File: config.mk
export PLATFORM = sky130hd
export DESIGN_NAME = ppt_ctrl
export DESIGN_NICKNAME = d
export VERILOG_FILES = /design/src/design/ppt_pkg.sv /design/src/design/ppt_ctrl.sv
export SDC_FILE = /design/constraint.sdc
export NUM_CORES = 1
export LEC_CHECK = 0
export ABC_AREA = 1
export ABC_CLOCK_PERIOD_IN_PS = 1320
export BUFFER_PORTS_ARGS = -buffer_cell sky130_fd_sc_hd__buf_2
export CAP_MARGIN = 25
export CORE_AREA = 2 2 47 49
export CTS_CLUSTER_SIZE = 8
export DETAILED_ROUTE_END_ITERATION = 8
export DIE_AREA = 0 0 49 51
export PLACE_DENSITY_LB_ADDON = 0.08
export SLEW_MARGIN = 0
export SYNTH_ARGS = -nofsm -noshare
export SYNTH_HDL_FRONTEND = slang
export SYNTH_SLANG_ARGS = --single-unit
export TNS_END_PERCENT = 5
File: constraint.sdc
create_clock -name i_clk -period 1.32 [get_ports i_clk]
set_input_delay 0.264 -clock i_clk [delete_from_list [all_inputs] [get_ports i_clk]]
set_output_delay 0.264 -clock i_clk [all_outputs]
set_load 0.03 [all_outputs]
File: src/design/ppt_pkg.sv
// ppt_pkg: shared types and constants for the polyline position block
// payload structs, datapath micro-operations, status bundle, register indexes
// no dependencies
package ppt_pkg;

    localparam int COORD_W    = 16;
    localparam int LEN_W      = 20;
    localparam int TIME_W     = 32;
    localparam int CFG_IDX_W  = 4;
    localparam int CFG_DATA_W = 32;

    // shared restoring divider
    localparam int DIV_NW = 53;
    localparam int DIV_DW = 32;
    localparam int DIV_SW = 6;
    localparam logic [DIV_SW-1:0] DIV_STEPS_FOLD = 6'd40;
    localparam logic [DIV_SW-1:0] DIV_STEPS_LEN  = 6'd53;
    localparam logic [DIV_SW-1:0] DIV_STEPS_SEG  = 6'd37;

    localparam logic [1:0] OPC_CLEAR  = 2'd0;
    localparam logic [1:0] OPC_APPEND = 2'd1;
    localparam logic [1:0] OPC_QTIME  = 2'd2;
    localparam logic [1:0] OPC_QLEN   = 2'd3;

    localparam logic [CFG_IDX_W-1:0] CFG_START_TIME = 4'd0;
    localparam logic [CFG_IDX_W-1:0] CFG_END_TIME   = 4'd1;
    localparam logic [CFG_IDX_W-1:0] CFG_REPEAT     = 4'd2;
    localparam logic [CFG_IDX_W-1:0] CFG_SPATIAL    = 4'd3;
    localparam logic [CFG_IDX_W-1:0] CFG_START_X    = 4'd4;
    localparam logic [CFG_IDX_W-1:0] CFG_START_Y    = 4'd5;
    localparam logic [CFG_IDX_W-1:0] CFG_FINAL_X    = 4'd6;
    localparam logic [CFG_IDX_W-1:0] CFG_FINAL_Y    = 4'd7;

    typedef struct packed {
        logic [1:0]          opcode;
        logic signed [31:0]  query_time;
        logic [19:0]         query_length;
        logic signed [15:0]  seg_from_x;
        logic signed [15:0]  seg_from_y;
        logic signed [15:0]  seg_to_x;
        logic signed [15:0]  seg_to_y;
        logic [19:0]         seg_total_length;
    } t_in;

    typedef struct packed {
        logic signed [15:0] pos_x;
        logic signed [15:0] pos_y;
    } t_out;

    typedef enum logic [4:0] {
        UOP_NONE,
        UOP_LATCH,
        UOP_CLEAR,
        UOP_APPEND,
        UOP_T_MUL,
        UOP_T_DIV,
        UOP_T_MUL2,
        UOP_T_DIV2,
        UOP_T_LEN,
        UOP_LEN_ZERO,
        UOP_RES_START,
        UOP_RES_FINAL,
        UOP_RD_FIRST,
        UOP_RD_LAST,
        UOP_RES_FROM,
        UOP_RES_TO,
        UOP_SRCH_INIT,
        UOP_SRCH_MID,
        UOP_SRCH_CMP,
        UOP_IDX,
        UOP_NEXT,
        UOP_PREV,
        UOP_I_MUL,
        UOP_I_DIV,
        UOP_I_SAVE,
        UOP_PUT
    } t_uop;

    typedef struct packed {
        t_uop uop;
        logic axis;     // 0 x, 1 y
    } t_cmd;

    typedef struct packed {
        logic [1:0] opcode;
        logic       empty;
        logic       t_before;
        logic       t_after;
        logic       t_zero;
        logic       len_zero;
        logic       len_past;
        logic       lo_lt_hi;
        logic       seg_flat;
        logic       div_busy;
        logic       out_free;
    } t_sts;

endpackage

File: src/design/ppt_ctrl.sv
// ppt_ctrl: sequencer for table updates, time folding, search and interpolation
// issues one datapath micro-operation per cycle from datapath status
// depends on ppt_pkg
module ppt_ctrl (
    input  logic           i_clk,
    input  logic           i_rst_n,
    input  logic           i_in_valid,
    input  ppt_pkg::t_sts  i_sts,
    output logic           o_in_stall,
    output ppt_pkg::t_cmd  o_cmd
);

    typedef enum logic [4:0] {
        S_IDLE, S_DISP,
        S_T_DIV, S_T_W1, S_T_DIV2, S_T_W2,
        S_L_BEGIN, S_L_FIRST, S_L_LAST, S_L_SRCH, S_L_CMP,
        S_L_NEXT, S_L_PREV, S_L_CHK,
        S_X_DIV, S_X_W, S_Y_MUL, S_Y_DIV, S_Y_W,
        S_PUT
    } t_state;

    t_state r_state, n_state;

    always_ff @(posedge i_clk) begin
        if (!i_rst_n) begin
            r_state <= S_IDLE;
        end else begin
            r_state <= n_state;
        end
    end

    always_comb begin
        n_state    = r_state;
        o_cmd.uop  = ppt_pkg::UOP_NONE;
        o_cmd.axis = 1'b0;
        unique case (r_state)
            S_IDLE: begin
                if (i_in_valid) begin
                    o_cmd.uop = ppt_pkg::UOP_LATCH;
                    n_state   = S_DISP;
                end
            end
            S_DISP: begin
                unique case (i_sts.opcode)
                    ppt_pkg::OPC_CLEAR: begin
                        o_cmd.uop = ppt_pkg::UOP_CLEAR;
                        n_state   = S_IDLE;
                    end
                    ppt_pkg::OPC_APPEND: begin
                        o_cmd.uop = ppt_pkg::UOP_APPEND;
                        n_state   = S_IDLE;
                    end
                    ppt_pkg::OPC_QTIME: begin
                        priority if (i_sts.empty || i_sts.t_before) begin
                            o_cmd.uop = ppt_pkg::UOP_RES_START;
                            n_state   = S_PUT;
                        end else if (i_sts.t_after) begin
                            o_cmd.uop = ppt_pkg::UOP_RES_FINAL;
                            n_state   = S_PUT;
                        end else if (i_sts.t_zero) begin
                            o_cmd.uop = ppt_pkg::UOP_LEN_ZERO;
                            n_state   = S_L_BEGIN;
                        end else begin
                            o_cmd.uop = ppt_pkg::UOP_T_MUL;
                            n_state   = S_T_DIV;
                        end
                    end
                    default: n_state = S_L_BEGIN;
                endcase
            end
            S_T_DIV: begin
                o_cmd.uop = ppt_pkg::UOP_T_DIV;
                n_state   = S_T_W1;
            end
            S_T_W1: begin
                if (!i_sts.div_busy) begin
                    o_cmd.uop = ppt_pkg::UOP_T_MUL2;
                    n_state   = S_T_DIV2;
                end
            end
            S_T_DIV2: begin
                o_cmd.uop = ppt_pkg::UOP_T_DIV2;
                n_state   = S_T_W2;
            end
            S_T_W2: begin
                if (!i_sts.div_busy) begin
                    o_cmd.uop = ppt_pkg::UOP_T_LEN;
                    n_state   = S_L_BEGIN;
                end
            end
            S_L_BEGIN: begin
                priority if (i_sts.empty) begin
                    o_cmd.uop = ppt_pkg::UOP_RES_START;
                    n_state   = S_PUT;
                end else if (i_sts.len_zero) begin
                    o_cmd.uop = ppt_pkg::UOP_RD_FIRST;
                    n_state   = S_L_FIRST;
                end else begin
                    o_cmd.uop = ppt_pkg::UOP_RD_LAST;
                    n_state   = S_L_LAST;
                end
            end
            S_L_FIRST: begin
                o_cmd.uop = ppt_pkg::UOP_RES_FROM;
                n_state   = S_PUT;
            end
            S_L_LAST: begin
                if (i_sts.len_past) begin
                    o_cmd.uop = ppt_pkg::UOP_RES_TO;
                    n_state   = S_PUT;
                end else begin
                    o_cmd.uop = ppt_pkg::UOP_SRCH_INIT;
                    n_state   = S_L_SRCH;
                end
            end
            S_L_SRCH: begin
                if (i_sts.lo_lt_hi) begin
                    o_cmd.uop = ppt_pkg::UOP_SRCH_MID;
                    n_state   = S_L_CMP;
                end else begin
                    o_cmd.uop = ppt_pkg::UOP_IDX;
                    n_state   = S_L_NEXT;
                end
            end
            S_L_CMP: begin
                o_cmd.uop = ppt_pkg::UOP_SRCH_CMP;
                n_state   = S_L_SRCH;
            end
            S_L_NEXT: begin
                o_cmd.uop = ppt_pkg::UOP_NEXT;
                n_state   = S_L_PREV;
            end
            S_L_PREV: begin
                o_cmd.uop = ppt_pkg::UOP_PREV;
                n_state   = S_L_CHK;
            end
            S_L_CHK: begin
                // zero length segment gives its start point
                if (i_sts.seg_flat) begin
                    o_cmd.uop = ppt_pkg::UOP_RES_FROM;
                    n_state   = S_PUT;
                end else begin
                    o_cmd.uop = ppt_pkg::UOP_I_MUL;
                    n_state   = S_X_DIV;
                end
            end
            S_X_DIV: begin
                o_cmd.uop = ppt_pkg::UOP_I_DIV;
                n_state   = S_X_W;
            end
            S_X_W: begin
                if (!i_sts.div_busy) begin
                    o_cmd.uop = ppt_pkg::UOP_I_SAVE;
                    n_state   = S_Y_MUL;
                end
            end
            S_Y_MUL: begin
                o_cmd.uop  = ppt_pkg::UOP_I_MUL;
                o_cmd.axis = 1'b1;
                n_state    = S_Y_DIV;
            end
            S_Y_DIV: begin
                o_cmd.uop  = ppt_pkg::UOP_I_DIV;
                o_cmd.axis = 1'b1;
                n_state    = S_Y_W;
            end
            S_Y_W: begin
                o_cmd.axis = 1'b1;
                if (!i_sts.div_busy) begin
                    o_cmd.uop = ppt_pkg::UOP_I_SAVE;
                    n_state   = S_PUT;
                end
            end
            S_PUT: begin
                if (i_sts.out_free) begin
                    o_cmd.uop = ppt_pkg::UOP_PUT;
                    n_state   = S_IDLE;
                end
            end
            default: n_state = S_IDLE;
        endcase
    end

    assign o_in_stall = r_state != S_IDLE;

endmodule

# Word-level counts from Yosys, hierarchy flattened
# Cells that the tools add are included.
[word_totals]
regBits = 5
input_bits = 15
elab_cells = 69
[classes]
eq_ne = 27
muxes = 32
reduce_logical = 9
[ops]
columns = ["cell", "n"]
rows = [
  ["one-hot mux 5 bit (20 select lines)", 1],
  ["one-hot mux 5 bit (18 select lines)", 1],
  ["two-way mux 5 bit", 15],
  ["equality test 5 x 4 -> 1 bit (second input constant)", 8],
  ["equality test 5 x 3 -> 1 bit (second input constant)", 4],
  ["equality test 5 bit (second input constant)", 4],
  ["two-way mux 4 bit", 5],
  ["!= test 2 bit (second input constant)", 6],
  ["one-hot mux 4 bit (3 select lines)", 1],
  ["equality test 5 x 2 -> 1 bit (second input constant)", 2],
  ["one-hot mux 5 bit (2 select lines)", 1],
  ["two-way mux 3 bit", 3],
  ["AND reduction 6 bit", 1],
  ["OR reduction 2 bit", 3],
  ["equality test 5 x 1 -> 1 bit (second input constant)", 1],
  ["logical NOT 5 bit", 1],
  ["nonzero test 5 bit", 1],
  ["two-way mux 1 bit", 4],
  ["OR reduction 3 bit", 1],
  ["equality test 2 x 1 -> 1 bit (second input constant)", 1],
  ["equality test 2 bit (second input constant)", 1],
  ["logical NOT 2 bit", 1],
  ["two-way mux 2 bit", 1],
  ["logical OR 1 bit", 1],
]

# Depth between registers and ports, before layout
[logic_depth]
ltp_word = 5
depth_mapped = 10

# Worst setup path after synthesis
# OpenSTA, ideal clock, no wires.
[synth_path]
path_kind = "reg-to-output"
startpoint = "reg r_state[2]"
endpoint = "out o_cmd[1] in the netlist's numbering"
arrival_time_ps = 1571
t_required_ps = 1056
setup_slack_ps = -515
stages_incl_launch_ff = 6
n_path_buf = 0
path_cell_list = "dfxtp_1 nor2_2 nand2_2 nor2_2 inv_1 o2111ai_1"
[synth_rtl]
columns = ["item", "line_no", "source"]
rows = [
  ["start, declared", "ppt_ctrl.sv:22", "t_state r_state, n_state;"],
  ["start signal, assigned", "ppt_ctrl.sv:28", "r_state <= n_state;"],
  ["end, declared", "ppt_ctrl.sv:10", "output ppt_pkg::t_cmd o_cmd"],
]

==> run_results.csv <==
group,metric,value,unit
run_status,status,"finished, violations left",
run_status,violations,"negative setup slack",
worst_setup_path,path_max_fanout,6,
cts,cts_tree,"built",
routing,wl_per_cell,13.5,um
cells_and_area,top_regs,"r_state (5)",
cells_and_area,layout.cell_area.non_filler,1670,um^2
cts,htreeDepth,1,
routing,vias,1438,
pwr,leakagePower,0.000908,uW
timing,slew_violations,0,
floorplan,start_util,43.2,%
cts,insertion_delay,230,ps
floorplan,io_pins,22,
routing,postRouteAntennaNets,0,
place,dp_slack,-331,ps
cts,hold_buffers,0,
place,port_buffers,21,
place,place_area,1430,um^2
worst_setup_path,cp.required,1060,ps
pwr,irDropWorstVdd,1200,uV
place,gp_congestion,0.975,
logic_synthesis,syn_avg_cell_area,5.25,um^2
logic_synthesis,syn-num-nets,185,
logic_synthesis,ys_types,24,
cells_and_area,stdcell_count,269,
routing,drc,0,
cells_and_area,most-common-layout-cells,"buf_4 (45), nand2_1 (43), inv_1 (18)",
floorplan,core,2060,um^2
grt,grt_antenna_before_repair,0,
floorplan,dieArea,2500,um^2
timing,fin_skew,1.32,ps
timing,timing.final.crit_share,139,%
timing,tightestPinTransition,307,ps
timing,grt_setup_unrepaired,"yes",
grt,grt_start_max_net_pins,9,
grt,grt_pass1_wl,5910,um
cts,clk_path_buf_depth,2,
cells_and_area,final_nets,257,
worst_setup_path,arrival,1570,ps
logic_synthesis,ys_seq_elements,5,
cts,cts_sinks,5,
cells_and_area,area_growth,86.7,%
cts,clockRootBuffer,"clkbuf_4",
logic_synthesis,ys_warn_count,0,
worst_setup_path,crit_type,"reg -> out",
routing,dr.first_iter.drc_count,71,
routing,vias_per_cell,5.35,
timing,setup_ws,-512,ps
run,maxCapViolations,0,
floorplan,die_w,49,um
pwr,p_per_area,1530,nW/um^2
logic_synthesis,synth_seq_area_share,11.2,%
timing,hold_violations,0,
timing,tns,-4190,ps
cells_and_area,n_antenna_cell,0,
timing,setup_viol,12,
timing,fmax,0.546,GHz
cells_and_area,layout_commonest_cell,"buf_4",
grt,grt_remaining_overflow,0,
min_path,worstHoldPathType,"in -> reg",
floorplan,die_h,51,um
place,hpwlAfterDp,2880,um
timing,timing.hold.ws,233,ps
timing,period_needed,1830,ps
cells_and_area,fill_cells,160,
cells_and_area,largest_reg_flops,5,
cts,clkTransAtPathRegs,40,ps
floorplan,rows,17,
timing,max-slew-margin-rel,79.5,%
worst_setup_path,start_kind,"register",
logic_synthesis,syn_inst,170,
routing,wl,3630,um
grt,track_usage,30.9,%
routing,drt_pass1_iterations,5,
logic_synthesis,synth_area,892,um^2
cells_and_area,largest_register,"r_state",
worst_setup_path,critPathCaptureType,"output port",
cells_and_area,drive_gt1_share,50.6,%
place,dp.cells,262,
cts,cts_made_buffers,3,
grt,grt_pass1_vias,1347,
per-layer routing:
layer  wire, um  track usage (%)  vias to the layer above
met5          0                0                        -
met4        224             21.4                        0
met3        211             4.39                       30
met2       1710             52.5                       73
met1       1490             36.1                      630
li1           -                -                      705
Yosys cell counts:
library cell / count / share of area [%]
a21oi_1: 6 / 3.4
a31oi_1: 2 / 1.4
buf_4: 1 / 0.84
dfxtp_1: 5 / 11
inv_1: 23 / 9.7
inv_2: 2 / 0.84
nand2_1: 49 / 21
nand2_2: 5 / 3.5
nand3_1: 22 / 12
nand3_2: 1 / 1.1
nand3b_1: 2 / 1.7
nand4_1: 6 / 4.2
nor2_1: 21 / 8.8
nor2_2: 6 / 4.2
nor2_4: 2 / 2.5
nor3_1: 3 / 1.7
nor3b_1: 1 / 0.84
o2111ai_1: 3 / 2.9
o211a_1: 1 / 1.1
o211ai_1: 1 / 0.84
o21ai_0: 5 / 2.8
o21ai_1: 1 / 0.56
o21bai_4: 1 / 2.1
or2_2: 1 / 0.70
cells by family after synthesis:
group	Yosys count	synth area share, %
DFF	5	11.2
AOI/OAI and AO/OA	20	15.1
buffers and inverters	26	11.4
and+or+nand+nor	119	62.3
where the power goes:
| part | switching [uW] | internal (uW) | leakage [uW] |
|---|---|---|---|
| clock network | 52.3 | 114 | 0.0000150 |
| logic | 1150 | 927 | 0.000849 |
| registers | 101 | 208 | 0.0000444 |
| total | 1300 | 1250 | 0.000908 |
critical path, stage by stage (launching register included):
cell,delay [ps]
dfxtp_4,360
nor2_4,230
buf_12,150
nand2_8,50
inv_2,80
nand2_4,60
nand3_4,70
nor3b_2,50
nand4_1,130
buf_6,150
worst paths after layout:
| path | cells after the start | slack [ps] | endpoint | startpoint |
|---|---|---|---|---|
| setup reg to reg | 11 | -260 | r_state[1]$_SDFFE_PN0P_ | r_state[3]$_SDFFE_PN0P_ |
| setup / recovery | 9 | -510 | o_cmd[3] | r_state[2]$_SDFFE_PN0P_ |
| hold / removal | 3 | 230 | r_state[3]$_SDFFE_PN0P_ | i_rst_n |
| hold reg to reg | 2 | 530 | r_state[2]$_SDFFE_PN0P_ | r_state[2]$_SDFFE_PN0P_ |
what timing repair did:
item,4_1_cts,5_1_grt
setup buffers,3,0
resized for setup,35,12
setup endpoints to repair,12,12
pin swaps,4,4
per-stage QoR:
stage	utilization [%]	power (uW)
floorplan	-	1350
global placement	69.3	1990
detailed placement	69.3	2000
CTS	78.3	2440
global route	80.7	2710
finish	80.7	2550
cell type report:
| type | count | area [um^2] | area share (%) |
|---|---|---|---|
| tap | 28 | 35.0 | 2.10 |
| multi-input combinational | 139 | 873 | 52.4 |
| clock buffer | 4 | 26.3 | 1.58 |
| timing repair buffer | 68 | 518 | 31.1 |
| sequential | 5 | 119 | 7.14 |
| inverter | 25 | 93.8 | 5.63 |
(Power assumes the default switching activity.)
